===== config.mk =====
export PLATFORM = sky130hd
export DESIGN_NAME = utf8_stream_decoder_core_flat
export DESIGN_NICKNAME = d
export VERILOG_FILES = /design/src/sv/u8d_pkg.sv /design/src/sv/u8d_if.sv /design/src/sv/u8d_front.sv /design/src/sv/u8d_queue.sv /design/src/sv/u8d_back.sv /design/src/sv/utf8_stream_decoder_core.sv /design/src/flat_wrapper.sv
export SDC_FILE = /design/constraint.sdc
export NUM_CORES = 1
export LEC_CHECK = 0
export BUFFER_PORTS_ARGS = -buffer_cell sky130_fd_sc_hd__buf_2
export CAP_MARGIN = 10
export CORE_MARGIN = 4
export CORE_UTILIZATION = 30
export CTS_CLUSTER_SIZE = 30
export DETAILED_ROUTE_END_ITERATION = 10
export GPL_ROUTABILITY_DRIVEN = 0
export GPL_TIMING_DRIVEN = 0
export SLEW_MARGIN = 40
export SYNTH_ARGS = -nofsm -noshare
export SYNTH_HDL_FRONTEND = slang
export SYNTH_SLANG_ARGS = --single-unit

===== constraint.sdc =====
create_clock -name clk -period 4.7 [get_ports clk]
set_input_delay 0.235 -clock clk [delete_from_list [all_inputs] [get_ports clk]]
set_output_delay 0.235 -clock clk [all_outputs]
set_load 0.01 [all_outputs]

===== src/sv/u8d_pkg.sv =====
// Shared types, constants and helpers for the UTF-8 stream decoder.
package u8d_pkg;

  localparam int unsigned CP_W            = 21;
  localparam int unsigned QUEUE_DEPTH_DEF = 2;

  localparam logic [CP_W-1:0] REPL_CP  = 21'h00FFFD;
  localparam logic [CP_W-1:0] MAX_CP   = 21'h10FFFF;
  localparam logic [CP_W-1:0] MIN_CP_2 = 21'h000080;
  localparam logic [CP_W-1:0] MIN_CP_3 = 21'h000800;
  localparam logic [CP_W-1:0] MIN_CP_4 = 21'h010000;

  localparam logic [1:0] NEED_NONE = 2'd0;
  localparam logic [1:0] NEED_ONE  = 2'd1;
  localparam logic [1:0] NEED_TWO  = 2'd2;
  localparam logic [1:0] NEED_3    = 2'd3;

  typedef enum logic [2:0] {
    BC_ASCII,
    BC_LEAD2,
    BC_LEAD3,
    BC_LEAD4,
    BC_CONT,
    BC_BAD
  } byte_class_t;

  // extra: results before the final one, all replacement characters
  typedef struct packed {
    logic [1:0]      extra;
    logic [CP_W-1:0] cp;
    logic            eos;
  } u8d_job_t;

  function automatic byte_class_t classify(input logic [7:0] b);
    byte_class_t c;
    c = BC_BAD;
    priority if (!b[7])             c = BC_ASCII;
    else if (b[7:6] == 2'b10)       c = BC_CONT;
    else if (b[7:5] == 3'b110)      c = BC_LEAD2;
    else if (b[7:4] == 4'b1110)     c = BC_LEAD3;
    else if (b[7:3] == 5'b11110)    c = BC_LEAD4;
    else                            c = BC_BAD;
    return c;
  endfunction

  function automatic logic [CP_W-1:0] finish_cp(input logic [1:0] need,
                                                input logic [CP_W-1:0] pv);
    logic [CP_W-1:0] r;
    r = pv;
    unique case (need)
      NEED_ONE: if (pv < MIN_CP_2) r = REPL_CP;
      NEED_TWO: if (pv < MIN_CP_3) r = REPL_CP;
      default:  if (pv < MIN_CP_4 || pv > MAX_CP) r = REPL_CP;
    endcase
    return r;
  endfunction

endpackage


===== src/sv/u8d_if.sv =====
// Valid/ready channel interfaces for raw bytes and decoded code points.
interface u8d_in_if;
  logic       valid;
  logic       ready;
  logic [7:0] data_byte;
  logic       last_byte;

  modport source (output valid, output data_byte, output last_byte, input ready);
  modport sink   (input valid, input data_byte, input last_byte, output ready);
endinterface

interface u8d_out_if;
  logic        valid;
  logic        ready;
  logic [20:0] code_point;
  logic        last_of_run;
  logic        end_of_string;

  modport source (output valid, output code_point, output last_of_run,
                  output end_of_string, input ready);
  modport sink   (input valid, input code_point, input last_of_run,
                  input end_of_string, output ready);
endinterface


===== src/sv/u8d_front.sv =====
// Front end: accepts bytes, tracks the open sequence, emits one job per byte that yields results.
module u8d_front import u8d_pkg::*; (
  input  logic              clk,
  input  logic              rst_n,
  u8d_in_if.sink            in_ch,
  output logic              push_valid,
  input  logic              push_ready,
  output u8d_job_t          push_job
);

  logic [1:0]      need_r, need_nxt;
  logic [1:0]      held_r, held_nxt;
  logic [CP_W-1:0] part_r, part_nxt;

  byte_class_t     bclass;
  logic            seq_open;
  logic [1:0]      held_inc;
  logic [CP_W-1:0] part_shift;
  logic [2:0]      total;
  logic [CP_W-1:0] final_cp;
  logic            accept;

  assign in_ch.ready = push_ready;
  assign accept      = in_ch.valid && push_ready;
  assign bclass      = classify(in_ch.data_byte);
  assign seq_open    = (need_r != NEED_NONE);
  assign held_inc    = held_r + 2'd1;
  assign part_shift  = {part_r[CP_W-7:0], in_ch.data_byte[5:0]};

  always_comb begin
    need_nxt = need_r;
    held_nxt = held_r;
    part_nxt = part_r;
    total    = 3'd0;
    final_cp = REPL_CP;
    if (seq_open && bclass == BC_CONT) begin
      if (held_inc >= need_r) begin
        total    = 3'd1;
        final_cp = finish_cp(need_r, part_shift);
        need_nxt = NEED_NONE;
        held_nxt = 2'd0;
        part_nxt = '0;
      end else if (in_ch.last_byte) begin
        total    = {1'b0, held_inc} + 3'd1;
        need_nxt = NEED_NONE;
        held_nxt = 2'd0;
        part_nxt = '0;
      end else begin
        held_nxt = held_inc;
        part_nxt = part_shift;
      end
    end else begin
      total    = seq_open ? ({1'b0, held_r} + 3'd1) : 3'd0;
      need_nxt = NEED_NONE;
      held_nxt = 2'd0;
      part_nxt = '0;
      unique case (bclass)
        BC_ASCII: begin
          total    = total + 3'd1;
          final_cp = {13'd0, in_ch.data_byte};
        end
        BC_LEAD2: begin
          need_nxt = NEED_ONE;
          part_nxt = {16'd0, in_ch.data_byte[4:0]};
        end
        BC_LEAD3: begin
          need_nxt = NEED_TWO;
          part_nxt = {17'd0, in_ch.data_byte[3:0]};
        end
        BC_LEAD4: begin
          need_nxt = NEED_3;
          part_nxt = {18'd0, in_ch.data_byte[2:0]};
        end
        default: total = total + 3'd1;
      endcase
      if (in_ch.last_byte && need_nxt != NEED_NONE) begin
        total    = total + 3'd1;
        need_nxt = NEED_NONE;
        part_nxt = '0;
      end
    end
  end

  assign push_valid     = accept && (total != 3'd0);
  assign push_job.extra = 2'(total - 3'd1);
  assign push_job.cp    = final_cp;
  assign push_job.eos   = in_ch.last_byte;

  always_ff @(posedge clk) begin
    if (!rst_n) begin
      need_r <= NEED_NONE;
      held_r <= 2'd0;
      part_r <= '0;
    end else if (accept) begin
      need_r <= need_nxt;
      held_r <= held_nxt;
      part_r <= part_nxt;
    end
  end

endmodule


===== src/sv/u8d_queue.sv =====
// Short job queue between the front end and the result sequencer.
module u8d_queue import u8d_pkg::*; #(
  parameter int unsigned DEPTH = QUEUE_DEPTH_DEF
) (
  input  logic     clk,
  input  logic     rst_n,
  input  logic     push_valid,
  output logic     push_ready,
  input  u8d_job_t push_job,
  output logic     pop_valid,
  input  logic     pop_ready,
  output u8d_job_t pop_job
);

  localparam int unsigned PW = (DEPTH > 1) ? $clog2(DEPTH) : 1;
  localparam int unsigned CW = $clog2(DEPTH + 1);

  u8d_job_t        slot_r [DEPTH];
  logic [PW-1:0]   wr_ptr_r, wr_ptr_nxt;
  logic [PW-1:0]   rd_ptr_r, rd_ptr_nxt;
  logic [CW-1:0]   count_r, count_nxt;
  logic            do_push, do_pop;

  assign push_ready = (count_r != CW'(DEPTH));
  assign pop_valid  = (count_r != '0);
  assign pop_job    = slot_r[rd_ptr_r];
  assign do_push    = push_valid && push_ready;
  assign do_pop     = pop_valid && pop_ready;

  always_comb begin
    wr_ptr_nxt = wr_ptr_r;
    rd_ptr_nxt = rd_ptr_r;
    count_nxt  = count_r;
    if (do_push) begin
      wr_ptr_nxt = (wr_ptr_r == PW'(DEPTH - 1)) ? '0 : wr_ptr_r + PW'(1);
    end
    if (do_pop) begin
      rd_ptr_nxt = (rd_ptr_r == PW'(DEPTH - 1)) ? '0 : rd_ptr_r + PW'(1);
    end
    if (do_push && !do_pop) begin
      count_nxt = count_r + CW'(1);
    end else if (do_pop && !do_push) begin
      count_nxt = count_r - CW'(1);
    end
  end

  always_ff @(posedge clk) begin
    if (!rst_n) begin
      wr_ptr_r <= '0;
      rd_ptr_r <= '0;
      count_r  <= '0;
    end else begin
      wr_ptr_r <= wr_ptr_nxt;
      rd_ptr_r <= rd_ptr_nxt;
      count_r  <= count_nxt;
    end
  end

  always_ff @(posedge clk) begin
    if (do_push) begin
      slot_r[wr_ptr_r] <= push_job;
    end
  end

endmodule


===== src/sv/u8d_back.sv =====
// Result sequencer: expands each job into its run of code points.
module u8d_back import u8d_pkg::*; (
  input  logic     clk,
  input  logic     rst_n,
  input  logic     pop_valid,
  output logic     pop_ready,
  input  u8d_job_t pop_job,
  u8d_out_if.source out_ch
);

  logic            valid_r, valid_nxt;
  logic [1:0]      left_r, left_nxt;
  logic [CP_W-1:0] cp_r, cp_nxt;
  logic            eos_r, eos_nxt;
  logic            take, final_one;

  assign final_one = (left_r == 2'd0);
  assign take      = valid_r && out_ch.ready;
  assign pop_ready = !valid_r || (take && final_one);

  always_comb begin
    valid_nxt = valid_r;
    left_nxt  = left_r;
    cp_nxt    = cp_r;
    eos_nxt   = eos_r;
    if (pop_valid && pop_ready) begin
      valid_nxt = 1'b1;
      left_nxt  = pop_job.extra;
      cp_nxt    = pop_job.cp;
      eos_nxt   = pop_job.eos;
    end else if (take) begin
      if (final_one) begin
        valid_nxt = 1'b0;
      end else begin
        left_nxt = left_r - 2'd1;
      end
    end
  end

  always_ff @(posedge clk) begin
    if (!rst_n) begin
      valid_r <= 1'b0;
      left_r  <= 2'd0;
    end else begin
      valid_r <= valid_nxt;
      left_r  <= left_nxt;
    end
  end

  always_ff @(posedge clk) begin
    cp_r  <= cp_nxt;
    eos_r <= eos_nxt;
  end

  assign out_ch.valid         = valid_r;
  assign out_ch.code_point    = final_one ? cp_r : REPL_CP;
  assign out_ch.last_of_run   = final_one;
  assign out_ch.end_of_string = final_one && eos_r;

endmodule


===== src/sv/utf8_stream_decoder_core.sv =====
// Top level of the byte-serial UTF-8 decoder with replacement characters.
//
//  channel | dir | handshake     | payload
//  in_ch   | in  | valid / ready | data_byte[7:0], last_byte
//  out_ch  | out | valid / ready | code_point[20:0], last_of_run, end_of_string
//
//  One byte is accepted per cycle unless the queue is full; a job is registered in the queue, then in u8d_back.
//  A byte yielding n code points (0 to 4) holds the output sequencer until all n are taken.
//  in_ch.ready falls only when the job queue (QUEUE_DEPTH entries) is full.
//  Synchronous active-low reset closes any open sequence and empties the queue.
module utf8_stream_decoder_core import u8d_pkg::*; #(
  parameter int unsigned QUEUE_DEPTH = QUEUE_DEPTH_DEF
) (
  input  logic       clk,
  input  logic       rst_n,
  u8d_in_if.sink     in_ch,
  u8d_out_if.source  out_ch
);

  logic     push_valid, push_ready;
  logic     pop_valid, pop_ready;
  u8d_job_t push_job, pop_job;

  u8d_front u_front (
    .clk        (clk),
    .rst_n      (rst_n),
    .in_ch      (in_ch),
    .push_valid (push_valid),
    .push_ready (push_ready),
    .push_job   (push_job)
  );

  u8d_queue #(
    .DEPTH (QUEUE_DEPTH)
  ) u_queue (
    .clk        (clk),
    .rst_n      (rst_n),
    .push_valid (push_valid),
    .push_ready (push_ready),
    .push_job   (push_job),
    .pop_valid  (pop_valid),
    .pop_ready  (pop_ready),
    .pop_job    (pop_job)
  );

  u8d_back u_back (
    .clk       (clk),
    .rst_n     (rst_n),
    .pop_valid (pop_valid),
    .pop_ready (pop_ready),
    .pop_job   (pop_job),
    .out_ch    (out_ch)
  );

endmodule


===== src/flat_wrapper.sv =====
// flat-port wrapper written by rule: the top's interface ports become plain ports
module utf8_stream_decoder_core_flat import u8d_pkg::*;
#(
  parameter int unsigned QUEUE_DEPTH = QUEUE_DEPTH_DEF
)
  (clk, rst_n, in_ch_valid, in_ch_data_byte, in_ch_last_byte, in_ch_ready, out_ch_valid, out_ch_code_point, out_ch_last_of_run, out_ch_end_of_string, out_ch_ready);
  u8d_in_if in_ch_i ();
  u8d_out_if out_ch_i ();
  input  logic clk;
  input  logic rst_n;
  input wire logic [$bits(in_ch_i.valid)-1:0] in_ch_valid;
  input wire logic [$bits(in_ch_i.data_byte)-1:0] in_ch_data_byte;
  input wire logic [$bits(in_ch_i.last_byte)-1:0] in_ch_last_byte;
  output wire logic [$bits(in_ch_i.ready)-1:0] in_ch_ready;
  output wire logic [$bits(out_ch_i.valid)-1:0] out_ch_valid;
  output wire logic [$bits(out_ch_i.code_point)-1:0] out_ch_code_point;
  output wire logic [$bits(out_ch_i.last_of_run)-1:0] out_ch_last_of_run;
  output wire logic [$bits(out_ch_i.end_of_string)-1:0] out_ch_end_of_string;
  input wire logic [$bits(out_ch_i.ready)-1:0] out_ch_ready;
  assign in_ch_i.valid = in_ch_valid;
  assign in_ch_i.data_byte = in_ch_data_byte;
  assign in_ch_i.last_byte = in_ch_last_byte;
  assign in_ch_ready = in_ch_i.ready;
  assign out_ch_valid = out_ch_i.valid;
  assign out_ch_code_point = out_ch_i.code_point;
  assign out_ch_last_of_run = out_ch_i.last_of_run;
  assign out_ch_end_of_string = out_ch_i.end_of_string;
  assign out_ch_i.ready = out_ch_ready;
  utf8_stream_decoder_core #(.QUEUE_DEPTH(QUEUE_DEPTH)) u_core (.clk(clk), .rst_n(rst_n), .in_ch(in_ch_i), .out_ch(out_ch_i));
endmodule

**Word level (Yosys, flattened, before mapping)**

Memories as Yosys holds them, arrays and structs flattened. A register that Yosys moved wholly into a read port is not among the register bits.
Cells that the tools add are included.

- Output and inout port bits: 25
- Memory bits (writable): 48
- Word-level logic and storage cells: 117
- Register bits: 48
- Bits in read-only memories: 0
- Bits of input ports: 13
- Memories kept: 1
- Latch bits: 0

- Equality and inequality tests: 13
- Div/mod/pow operators: 0
- $lt $le $gt $ge: 5
- Shifts and indexed selects: 0
- Mux-type cells: 48
- Multiply operators: 0
- Bitwise gates (word level): 0
- Reductions and logical operators: 29
- Add/subtract/negate cells: 11

Memory list:

| name | depth | width | rd ports | clocked after Yosys merged registers in | write ports | line | text |
|---|---|---|---|---|---|---|---|
| u_core.u_queue.slot_r | 2 | 24 | 1 | 1 | 1 | u8d_queue.sv:18 | `u8d_job_t slot_r [DEPTH];` |

Operators by type and width:

| kind | count |
|---|---|
| $mux 21 | 6 |
| $mux 15 | 3 |
| $pmux 21 s2 | 1 |
| $mux 3 | 12 |
| $mux 2 | 13 |
| $gt 21x21->1 const B | 1 |
| $lt 21x12->1 const B | 1 |
| $lt 21x17->1 const B | 1 |
| $lt 21x8->1 const B | 1 |
| $mux 16 | 1 |
| $pmux 5 s3 | 1 |
| $reduce_bool 2->1 | 6 |
| $logic_and 1x1->1 | 11 |
| $mux 1 | 9 |
| $add 2x1->3 const B | 2 |
| $add 3x1->3 const B | 2 |
| $eq 3x2->1 const B | 2 |
| $eq 3x3->1 const B | 2 |
| $pmux 2 s3 | 1 |
| $reduce_and 2->1 | 3 |
| $sub 2x1->2 const B | 3 |
| $eq 5x5->1 const B | 1 |
| $mux 5 | 1 |
| $add 2x1->2 const B | 2 |
| 15 further kinds | 20 |

**Logic depth before layout (Yosys ltp)**

Gate-level depths: netlist of run 1.

- Word-level depth: 20
- Mapped depth: 17
- Depth with buffers taken out: 17

**Modules after synthesis**

Synthesis of run 1 repeated with hierarchy kept, for this count alone.

- Cell total of the unflattened synthesis: 373
- Area, all modules: 4,486.8 um2

Modules (own cells, without submodules):

| module | cells an instance | instances | area an instance (um2) | sequential area each (um2) |
|---|---|---|---|---|
| u8d_queue | 99 | 1 | 1,969.4 | 1,541.5 |
| u8d_front | 206 | 1 | 1,503.9 | 380.4 |
| u8d_back | 68 | 1 | 1,013.5 | 720.7 |

**Worst setup path after synthesis of run 1**

Ideal clock, no wire load.

- Kind: reg-to-reg
- Start: register u_core.u_front.need_r[0]
- End: register u_core.u_queue.count_r[1]
- Arrival time: 3.367 ns
- Required time: 4.630 ns
- Setup time: 0.070 ns
- Path slack: 1.264 ns
- Buffers on the path: 0
- Period minus slack after synthesis: 3.436 ns
- Stages on the path, launching flop included: 17
- Cell sequence: dfxtp_1 -> inv_1 -> ha_1 -> nor2_1 -> ha_1 -> nand2_1 -> o31ai_1 -> ha_1 -> a21oi_1 -> o21ai_0 -> a22oi_1 -> ha_1 -> a21oi_2 -> or3_4 -> ha_1 -> or3_1 -> a21oi_1

- Cells in the longest elaborated chain, start to end: 14
- Elaborated cells between the ends (all ways): 19
- Those cells by class: 2 x add/sub; 1 x order compare; 7 x mux; 9 x reduce/logical

RTL lines:

| item | line | text |
|---|---|---|
| from (decl) | u8d_front.sv:11 | `logic [1:0] need_r, need_nxt;` |
| from (signal assigned) | u8d_front.sv:95 | `need_r <= need_nxt;` |
| $reduce_bool 2->1 | u8d_front.sv:26 | `assign seq_open = (need_r != NEED_NONE);` |
| $mux 3 | u8d_front.sv:53 | `total = seq_open ? ({1'b0, held_r} + 3'd1) : 3'd0;` |
| $add 3x1->3 | u8d_front.sv:59, u8d_front.sv:74 |  |
| $mux 3 | - |  |
| $mux 3 | u8d_front.sv:36 | `if (seq_open && bclass == BC_CONT) begin` |
| $add 3x1->3 | u8d_front.sv:77 | `total = total + 3'd1;` |
| $mux 3 | u8d_front.sv:76 | `if (in_ch.last_byte && need_nxt != NEED_NONE) begin` |
| $mux 3 * | u8d_front.sv:36 |  |
| $reduce_bool 3->1 * | u8d_front.sv:84 | `assign push_valid = accept && (total != 3'd0);` |
| $logic_and 1x1->1 * | u8d_front.sv:84 |  |
| $logic_and 1x1->1 * | u8d_queue.sv:27 | `assign do_push = push_valid && push_ready;` |
| $logic_not 1->1 | u8d_queue.sv:42 | `end else if (do_pop && !do_push) begin` |
| $logic_and 1x1->1 | u8d_queue.sv:42 |  |
| $reduce_bool 2->1 (no line) | - |  |
| to (signal assigned) | u8d_queue.sv:55 | `count_r <= count_nxt;` |
| to (decl) | u8d_queue.sv:21 | `logic [CW-1:0] count_r, count_nxt;` |

Every way passes the cells marked *; elsewhere a longest branch is shown, timed or not. The select of a mux whose other input is x is not followed.
A chain may end at the register's enable or synchronous reset.

**Worst setup path in the final report of run 1**

- Start: register u_core.u_front.held_r[0]
- End: register u_core.u_queue.count_r[1]

- Cells in the longest elaborated chain, start to end: 14
- Elaborated cells between the ends (all ways): 21
- Those cells by class: 5 x add/sub; 1 x order compare; 8 x mux; 7 x reduce/logical

RTL lines:

| item | line | text |
|---|---|---|
| from (decl) | u8d_front.sv:12 | `logic [1:0] held_r, held_nxt;` |
| from (signal assigned) | u8d_front.sv:96 | `held_r <= held_nxt;` |
| $add 2x1->3 | u8d_front.sv:53 |  |
| $mux 3 | u8d_front.sv:53 |  |
| $add 3x1->3 | u8d_front.sv:59, u8d_front.sv:74 |  |
| $mux 3 | - |  |
| $mux 3 | u8d_front.sv:36 |  |
| $add 3x1->3 | u8d_front.sv:77 |  |
| $mux 3 | u8d_front.sv:76 |  |
| $mux 3 * | u8d_front.sv:36 |  |
| $reduce_bool 3->1 * | u8d_front.sv:84 |  |
| $logic_and 1x1->1 * | u8d_front.sv:84 |  |
| $logic_and 1x1->1 * | u8d_queue.sv:27 |  |
| $logic_not 1->1 | u8d_queue.sv:42 |  |
| $logic_and 1x1->1 | u8d_queue.sv:42 |  |
| $reduce_bool 2->1 (no line) | - |  |

Marks and branches as above.

==> results.json, run 1 <==
{
  "grt_pass1_wl_microns": 14430,
  "num_rows": 43,
  "grt_max_degree": 26,
  "netlist_area_sq_um": 4400,
  "io_pins": 38,
  "insertion_delay_ns": 0.34,
  "nets": 451,
  "start_util": 0.3122,
  "avgSynthCellArea_sq_um": 11.61,
  "final.setup.tns_ns": 0,
  "critPathCaptureType": "flip-flop",
  "tightest_slew_ns": 0.7399,
  "cts_resized": 0,
  "setup_viol": 0,
  "cts_tree": "yes",
  "start_kind": "flip-flop",
  "syn2layout_area_growth_pct": 15.13,
  "grt_overflow_total": 0,
  "slew_viol_final": 0,
  "synth-seq-cells": 97,
  "finClkSkew_ns": 0.006666,
  "cts_made_buffers": 9,
  "dr_total_vias": 2949,
  "cp_slowest_cell": "dfxtp_1",
  "yosysTopAreaCell": "edfxtp_1",
  "rsz0062_at_grt": "no",
  "yosysWarnings": 0,
  "clockBufferDepth": 2,
  "run_status": "finished clean",
  "fillCellCount": 1415,
  "cp.arrival_ns": 4.28,
  "max_stage_delay_ns": 0.49,
  "die_y_microns": 129.1,
  "syn_nets": 404,
  "synth.top_cell.area_share": 0.4777,
  "p_per_area_nw_per_um2": 512.8,
  "finalPower_mw": 2.598,
  "cp-endpoint": "u_core.u_queue.count_r[1]",
  "final_common_cell": "edfxtp_1",
  "vdd_ir_drop_max_v": 0.0001547,
  "critPathRequiredTime_ns": 4.96,
  "clk_pin_slew_ns": 0.07,
  "cts.sinks": 97,
  "track_usage": 0.1122,
  "r2r-start": "u_core.u_front.held_r[0]",
  "synth_area_leaders": "edfxtp_1 (48%), dfxtp_1 (12%), mux2_2 (5.6%), ha_1 (3.4%), a21oi_1 (3.3%)",
  "post_cts_buffers": 0,
  "cp-startpoint": "u_core.u_front.held_r[0]",
  "cts-root-buf": "clkbuf_16",
  "hold_buffers": 0,
  "ant_nets": 0,
  "cp_common_cell": "ha_1",
  "grt_pass1_vias": 2836,
  "io_buffers": 36,
  "synth_seq_area_share": 0.6005,
  "netlist_instances": 379,
  "holdCritPathClass": "input pin to flip-flop",
  "core_area_sq_um": 14100,
  "r2r_cells": 13,
  "avgViaCountPerCell": 4.834,
  "reg2reg_to": "u_core.u_queue.count_r[1]",
  "die_x_microns": 129.1,
  "slew_headroom": 0.5057,
  "fin_crit_sh": 0.8550,
  "hold_viol_final": 0,
  "wl_microns": 8947,
  "firstDrtPassIters": 5,
  "drt_iter0_drc": 249,
  "die_area_sq_um": 16670,
  "wl_per_cell_microns": 14.67,
  "fmax_ghz": 0.2489,
  "synthDistinctLibCells": 55,
  "antenna_found_initial": 0,
  "crit_chain": "inv_1 > ha_1 > inv_1 > ha_1 > a21oi_1 > nor2_1 > a221oi_1 > ha_1 > a21oi_2 > or3_4 > ha_1 > or3_1 > a21oi_1",
  "min_period_ns": 4.018,
  "reg2reg_slack_ns": 0.68,
  "place_hpwl_microns": 6402,
  "p_leak_nw": 1.794,
  "cap_violations": 0,
  "htree_levels": 3,
  "antenna_cells": 0,
  "worstSetupPathType": "flip-flop to flip-flop",
  "final_layout_size_suffix_gt1_frac": 0.2070,
  "drc": 0,
  "critPathMaxFanout": 6,
  "layout_common_cells": "edfxtp_1 (70), buf_2 (37), nand2_1 (35), nor2_1 (32), a21oi_1 (29)"
}
worst max-delay path, delay by kind of cell, from the launching register on:
family | cells | cell delay (ns)
flip-flops | 1 | 0.49
adder cells (fa/ha/maj) | 4 | 1.35
AO/OA/AOI/OAI | 4 | 1.01
AND/OR/NAND/NOR | 3 | 0.91
buffers and inverters | 2 | 0.17
routing by layer:
layer / GRT usage / share of wire / wire (microns)
met5: 0 / 0 / 0
met3: 0.03215 / 0.055 / 496
met2: 0.1753 / 0.45 / 4061
met4: 0.04756 / 0.026 / 235
met1: 0.1461 / 0.46 / 4153
cell usage after synthesis, drive strengths merged:
master,instances
edfxtp,70
nand2,36
nor2,32
a21oi,30
dfxtp,27
inv,22
mux2,22
nand2b,19
and2,13
ha,12
o21ai,11
clkbuf,9
nand3,7
nor3,7
buf,6
a22oi,4
a31oi,4
nor4,4
xnor2,4
a211oi,3
nand4,3
nor2b,3
xor2,3
a2111oi,2
a21o,2
a221oi,2
and3,2
mux2i,2
o22ai,2
or3,2
a2111o,1
a211o,1
a21boi,1
a32oi,1
and4b,1
o211a,1
o211ai,1
o21a,1
o21bai,1
o31a,1
o31ai,1
or2,1
or3b,1
or4,1
stage by stage:
stage / cells / utilization / hold WS, ns / cell area, sq um / setup WS (ns)
3_5_place_dp: 595 / 0.3409 / 0.4660 / 4806 / 0.7888
5_1_grt: 610 / 0.3594 / 0.1134 / 5066 / 0.4329
3_3_place_gp: 595 / 0.3409 / 0.4606 / 4806 / 0.9312
2_1_floorplan: 379 / - / 0.3339 / 4400 / 1.264
4_1_cts: 610 / 0.3594 / 0.1184 / 5066 / 0.7551
6_report: 610 / 0.3594 / 0.1284 / 5066 / 0.6817
layout make-up:
class	instances	area (sq um)	area share
inverters	22	82.58	0.01630
clock buffers	9	225.2	0.04446
flip-flops and latches	97	2643	0.5216
clock inverters	6	35.03	0.006915
well taps	180	225.2	0.04446
plain buffers	15	68.82	0.01358
repair buffers	36	180.2	0.03556
multi-input cells	245	1607	0.3171
state kept, by name, summed over array words and instances (netlist names), named ones only:
register	count
u_core.u_queue.count_r	2
u_core.u_front.held_r	2
u_core.u_back.left_r	2
u_core.u_front.need_r	2
u_core.u_back.eos_r	1
u_core.u_queue.rd_ptr_r	1
u_core.u_queue.wr_ptr_r	1
u_core.u_front.part_r	15
u_core.u_queue.slot_r	48
u_core.u_back.cp_r	21
u_core.u_back.out_ch.valid	1
cells by family (layout without fill, tap and decap cells):
| logic type | Yosys count | count (layout) | share of synthesized area |
|---|---|---|---|
| AOI/OAI and AO/OA | 70 | 70 | 0.1041 |
| buffers and inverters | 37 | 88 | 0.03440 |
| muxes | 24 | 24 | 0.06085 |
| and+or+nand+nor | 132 | 132 | 0.1521 |
| adders and majority gates | 12 | 12 | 0.03412 |
| DFF | 97 | 97 | 0.6005 |
| xor gates and xnor gates | 7 | 7 | 0.01393 |
how the worst min path moves through the flow:
stage / from / to / slack, ns / cells past startpoint
2_1_floorplan: in_ch_last_byte / u_core.u_queue.slot_r[0][0] / 0.33 / 0
4_1_cts: in_ch_last_byte / u_core.u_queue.slot_r[0][0] / 0.12 / 1
6_report: in_ch_last_byte / u_core.u_queue.slot_r[0][0] / 0.13 / 1
5_1_grt: in_ch_last_byte / u_core.u_queue.slot_r[0][0] / 0.11 / 1
3_5_place_dp: u_core.u_front.part_r[11] / u_core.u_front.part_r[11] / 0.47 / 2
3_3_place_gp: u_core.u_front.part_r[11] / u_core.u_front.part_r[11] / 0.46 / 2
power by group:
group          switching (mW)  internal [mW]
combinational           0.451          0.305
sequential             0.0497           1.14
clock                   0.297          0.352
Power figures use the tool's default switching activity.
==> inputs of run 2 (changes only) <==
clock period = 4.1 ns   (was 4.7 ns; I/O delays follow)
==> results.json, run 2 (synthesis gave the netlist of run 1 again) <==
{
  "cts.sinks": 97,
  "grt_pass1_vias": 2836,
  "finalPower_mw": 2.983,
  "die_x_microns": 129.1,
  "fmax_ghz": 0.2650,
  "p_leak_nw": 1.793,
  "nets": 451,
  "fin_area_sq_um": 5084,
  "antenna_found_initial": 0,
  "insertion_delay_ns": 0.34,
  "cts-root-buf": "clkbuf_16",
  "critPathRequiredTime_ns": 4.36,
  "top_register": "u_core.u_queue.slot_r",
  "syn2layout_area_growth_pct": 15.52,
  "holdCritPathClass": "input pin to flip-flop",
  "setup_viol": 0,
  "htree_levels": 3,
  "drc": 0,
  "num_rows": 43,
  "finClkSkew_ns": 0.007473,
  "worstSetupPathType": "flip-flop to flip-flop",
  "placed_cells": 595,
  "io_buffers": 36,
  "place_hpwl_microns": 6402,
  "track_usage": 0.1122,
  "slew_headroom": 0.5144,
  "min_period_ns": 3.774,
  "firstDrtPassIters": 4,
  "ant_nets": 0,
  "fillCellCount": 1412,
  "hold_viol_final": 0,
  "critPathCaptureType": "flip-flop",
  "wl_per_cell_microns": 14.69,
  "p_per_area_nw_per_um2": 586.9,
  "core_area_sq_um": 14100,
  "die_y_microns": 129.1,
  "dr_total_vias": 2935,
  "fin_crit_sh": 0.9206,
  "regArea_sq_um": 2644,
  "grt_overflow_total": 0,
  "cts_made_buffers": 9,
  "layout.cells.non_filler": 610,
  "wl_microns": 8962,
  "reg2reg_slack_ns": 0.33,
  "slew_viol_final": 0,
  "multi_input_area_sq_um": 1623,
  "critPathMaxFanout": 8,
  "dpl_cell_area_sq_um": 4806,
  "final.setup.tns_ns": 0,
  "grt_max_degree": 26,
  "largest_register_ff_count": 48,
  "clk_pin_slew_ns": 0.07,
  "final_common_cell": "edfxtp_1",
  "avgViaCountPerCell": 4.811,
  "run_status": "finished clean",
  "cp.arrival_ns": 4.04,
  "cap_violations": 0,
  "tightest_slew_ns": 0.7268,
  "r2r-start": "u_core.u_front.need_r[0]",
  "rsz0062_at_grt": "no",
  "cp-startpoint": "u_core.u_front.need_r[0]",
  "grt_pass1_wl_microns": 14430,
  "vdd_ir_drop_max_v": 0.0001772,
  "cp-endpoint": "u_core.u_queue.count_r[1]",
  "clockBufferDepth": 2,
  "cts_tree": "yes",
  "final_layout_size_suffix_gt1_frac": 0.2163,
  "layout_common_cells": "edfxtp_1 (70), buf_2 (37), nand2_1 (35), nor2_1 (31), a21oi_1 (29)",
  "start_util": 0.3122,
  "antenna_cells": 0,
  "die_area_sq_um": 16670,
  "post_cts_buffers": 0,
  "drt_iter0_drc": 237,
  "r2r_cells": 16,
  "reg2reg_to": "u_core.u_queue.count_r[1]",
  "start_kind": "flip-flop",
  "top_regs": "u_core.u_queue.slot_r x48, u_core.u_back.cp_r x21, u_core.u_front.part_r x15",
  "io_pins": 38
}
## run 2: cell counts in the layout (fill, tap and decap cells not counted)
No cell type changed its count.
## run 2: layer usage
layer  global-route usage  vias to the layer above  routed length, microns
met5                    0                        -                       0
met3              0.03215                       18                     503
li1                     -                     1452                       -
met2               0.1753                       69                    4106
met1               0.1461                     1396                    4098
met4              0.04756                        0                     254
## run 2: cell type report
class / instances / area share
clock buffer: 9 / 0.04430
timing repair buffer: 36 / 0.03544
tap: 180 / 0.04430
buffer: 15 / 0.01354
sequential: 97 / 0.5201
inverter: 22 / 0.01624
multi-input combinational: 245 / 0.3192
clock inverter: 6 / 0.006891
## run 2: where the power goes
part | switching [mW] | leakage, nW | total [mW] | internal (mW)
Clock | 0.343 | 0.125 | 0.746 | 0.404
Combinational | 0.517 | 0.794 | 0.869 | 0.352
Sequential | 0.0580 | 0.873 | 1.37 | 1.31
## run 2: repair_timing
item / in CTS / in global routing
gates resized for setup: 0 / 5
hold buffers: 0 / 0
setup endpoints to repair: 0 / 25
## run 2: how the worst min path moves through the flow
stage,startpoint,end,slack (ns),cells after the start
CTS,in_ch_last_byte,u_core.u_queue.slot_r[0][0],0.09,1
global placement,in_ch_last_byte,u_core.u_queue.slot_r[1][0],0.44,1
detailed placement,in_ch_last_byte,u_core.u_queue.slot_r[1][0],0.45,1
floorplan,in_ch_last_byte,u_core.u_queue.slot_r[0][0],0.30,0
global route,in_ch_last_byte,u_core.u_queue.slot_r[0][0],0.08,1
finish,in_ch_last_byte,u_core.u_queue.slot_r[0][0],0.1,1
## run 2: worst max-delay path, stage by stage (launching register included)
cell and delay (ns):
dfxtp_1 0.37, inv_1 0.10, ha_1 0.35, nor2_4 0.19, ha_1 0.25, nand2_1 0.08, o31ai_1 0.07, ha_1 0.29
a21oi_1 0.15, o21ai_0 0.12, a22oi_1 0.20, ha_1 0.19, a21oi_2 0.07, or3_4 0.39, ha_1 0.34, or3_1 0.37
a21oi_1 0.17
## run 2: metrics by stage
step                      utilization  hold slack [ns]  setup slack, ns
final                          0.3606          0.09764           0.3257
after global routing           0.3606          0.08341         0.007167
after CTS                      0.3594          0.08838           0.1551
after detailed placement       0.3409           0.4468           0.1888
after global placement         0.3409           0.4427           0.3312
after floorplan                     -           0.3039           0.6636
==> inputs of run 3 (changes only) <==
==> constraint.sdc (replaced) <==
create_clock -name clk -period 4.1 [get_ports clk]
set_input_delay 0 -clock clk [delete_from_list [all_inputs] [get_ports clk]]
set_output_delay 0 -clock clk [all_outputs]
set_load 0.01 [all_outputs]
==> results.json, run 3 (synthesis gave the netlist of run 1 again) <==
{
  "run_status": "finished clean",
  "critPathCaptureType": "flip-flop",
  "cap_violations": 0,
  "clockBufferDepth": 2,
  "wl_per_cell_microns": 14.53,
  "io_pins": 38,
  "num_rows": 43,
  "finClkSkew_ns": 0.006645,
  "antenna_found_initial": 0,
  "avgViaCountPerCell": 4.810,
  "dpl_cell_area_sq_um": 4806,
  "grt_max_degree": 26,
  "core_area_sq_um": 14100,
  "die_y_microns": 129.1,
  "cp.arrival_ns": 4.04,
  "final_common_cell": "edfxtp_1",
  "firstDrtPassIters": 5,
  "holdCritPathClass": "input pin to flip-flop",
  "grt_overflow_total": 0,
  "dr_total_vias": 2963,
  "slew_headroom": 0.5113,
  "clk_pin_slew_ns": 0.07,
  "layout_common_cells": "edfxtp_1 (70), buf_2 (37), nand2_1 (35), nor2_1 (31), a21oi_1 (29)",
  "drc": 0,
  "worstSetupPathType": "flip-flop to flip-flop",
  "p_leak_nw": 1.820,
  "insertion_delay_ns": 0.34,
  "fin_area_sq_um": 5144,
  "largest_register_ff_count": 48,
  "fin_crit_sh": 0.9219,
  "fmax_ghz": 0.2646,
  "cts-root-buf": "clkbuf_16",
  "die_area_sq_um": 16670,
  "setup_viol": 0,
  "critPathRequiredTime_ns": 4.36,
  "top_register": "u_core.u_queue.slot_r",
  "antenna_cells": 0,
  "top_regs": "u_core.u_queue.slot_r x48, u_core.u_back.cp_r x21, u_core.u_front.part_r x15",
  "die_x_microns": 129.1,
  "p_per_area_nw_per_um2": 580.5,
  "grt_pass1_wl_microns": 14520,
  "post_cts_buffers": 0,
  "io_buffers": 36,
  "grt_pass1_vias": 2862,
  "slew_viol_final": 0,
  "ant_nets": 0,
  "place_hpwl_microns": 6402,
  "hold_viol_final": 0,
  "start_util": 0.3122,
  "final.setup.tns_ns": 0,
  "min_period_ns": 3.780,
  "rsz0062_at_grt": "no",
  "final_layout_size_suffix_gt1_frac": 0.2133,
  "vdd_ir_drop_max_v": 0.0001776,
  "track_usage": 0.1128,
  "start_kind": "flip-flop",
  "cts.sinks": 97,
  "syn2layout_area_growth_pct": 16.89,
  "nets": 457,
  "htree_levels": 3,
  "wl_microns": 8951,
  "drt_iter0_drc": 242,
  "cts_made_buffers": 9,
  "cts_tree": "yes",
  "tightest_slew_ns": 0.7315,
  "critPathMaxFanout": 8
}
-- run 3: cell types whose count changed in the layout (fill, tap and decap cells not counted) --
| cell | previous run | this run |
|---|---|---|
| dlygate4sd3_1 | 0 | 6 |
-- run 3: area by class of cell --
type | instances | area, sq um
Buffer | 15 | 68.82
Clock buffer | 9 | 225.2
Clock inverter | 6 | 35.03
Fill cell | 1406 | 8952
Inverter | 22 | 82.58
Multi-Input combinational cell | 245 | 1623
Sequential cell | 97 | 2644
Tap cell | 180 | 225.2
Timing Repair Buffer | 42 | 240.2
-- run 3: power breakdown --
part / internal (mW) / total, mW / switching, mW
Sequential: 1.31 / 1.37 / 0.0579
Combinational: 0.356 / 0.874 / 0.519
Clock: 0.404 / 0.743 / 0.340
-- run 3: final timing paths --
kind / startpoint / endpoint / slack (ns) / depth (start not counted)
min: out_ch_ready / u_core.u_back.out_ch.valid / 0.08 / 4
max: u_core.u_front.need_r[0] / u_core.u_queue.count_r[1] / 0.32 / 16
min reg2reg: u_core.u_front.part_r[4] / u_core.u_front.part_r[10] / 0.47 / 2
max reg2reg: u_core.u_front.need_r[0] / u_core.u_queue.count_r[1] / 0.32 / 16
-- run 3: critical path, stage by stage (launching register included) --
cell and delay [ns]:
dfxtp_1 0.37, inv_1 0.10, ha_1 0.35, nor2_4 0.19, ha_1 0.25, nand2_1 0.08, o31ai_1 0.07, ha_1 0.29
a21oi_1 0.15, o21ai_0 0.12, a22oi_1 0.20, ha_1 0.20, a21oi_2 0.07, or3_4 0.39, ha_1 0.34, or3_1 0.37
a21oi_1 0.17
-- run 3: layer usage --
metal,wire [microns],share of wire,track usage
met5,0,0,0
met1,4068,0.45,0.1466
met4,245,0.027,0.04756
met3,541,0.060,0.03215
met2,4096,0.46,0.1765
-- run 3: what timing repair did --
action | CTS | global route
resized for setup | 0 | 5
setup endpoints to repair | 0 | 25
endpoints found under the hold margin | 8 | 0
hold buffers | 6 | 0
-- run 3: per-stage QoR --
stage               total power, mW  instances  hold slack [ns]    util  setup WS (ns)
global placement              2.247        595           0.2377  0.3409         0.3312
finish                        2.986        616          0.07540  0.3649         0.3202
detailed placement            2.273        595           0.2418  0.3409         0.1888
floorplan                     1.971        379          0.09887       -         0.6636
CTS                           3.029        616          0.05069  0.3637         0.1551
global route                  3.177        616          0.05387  0.3649       0.007167
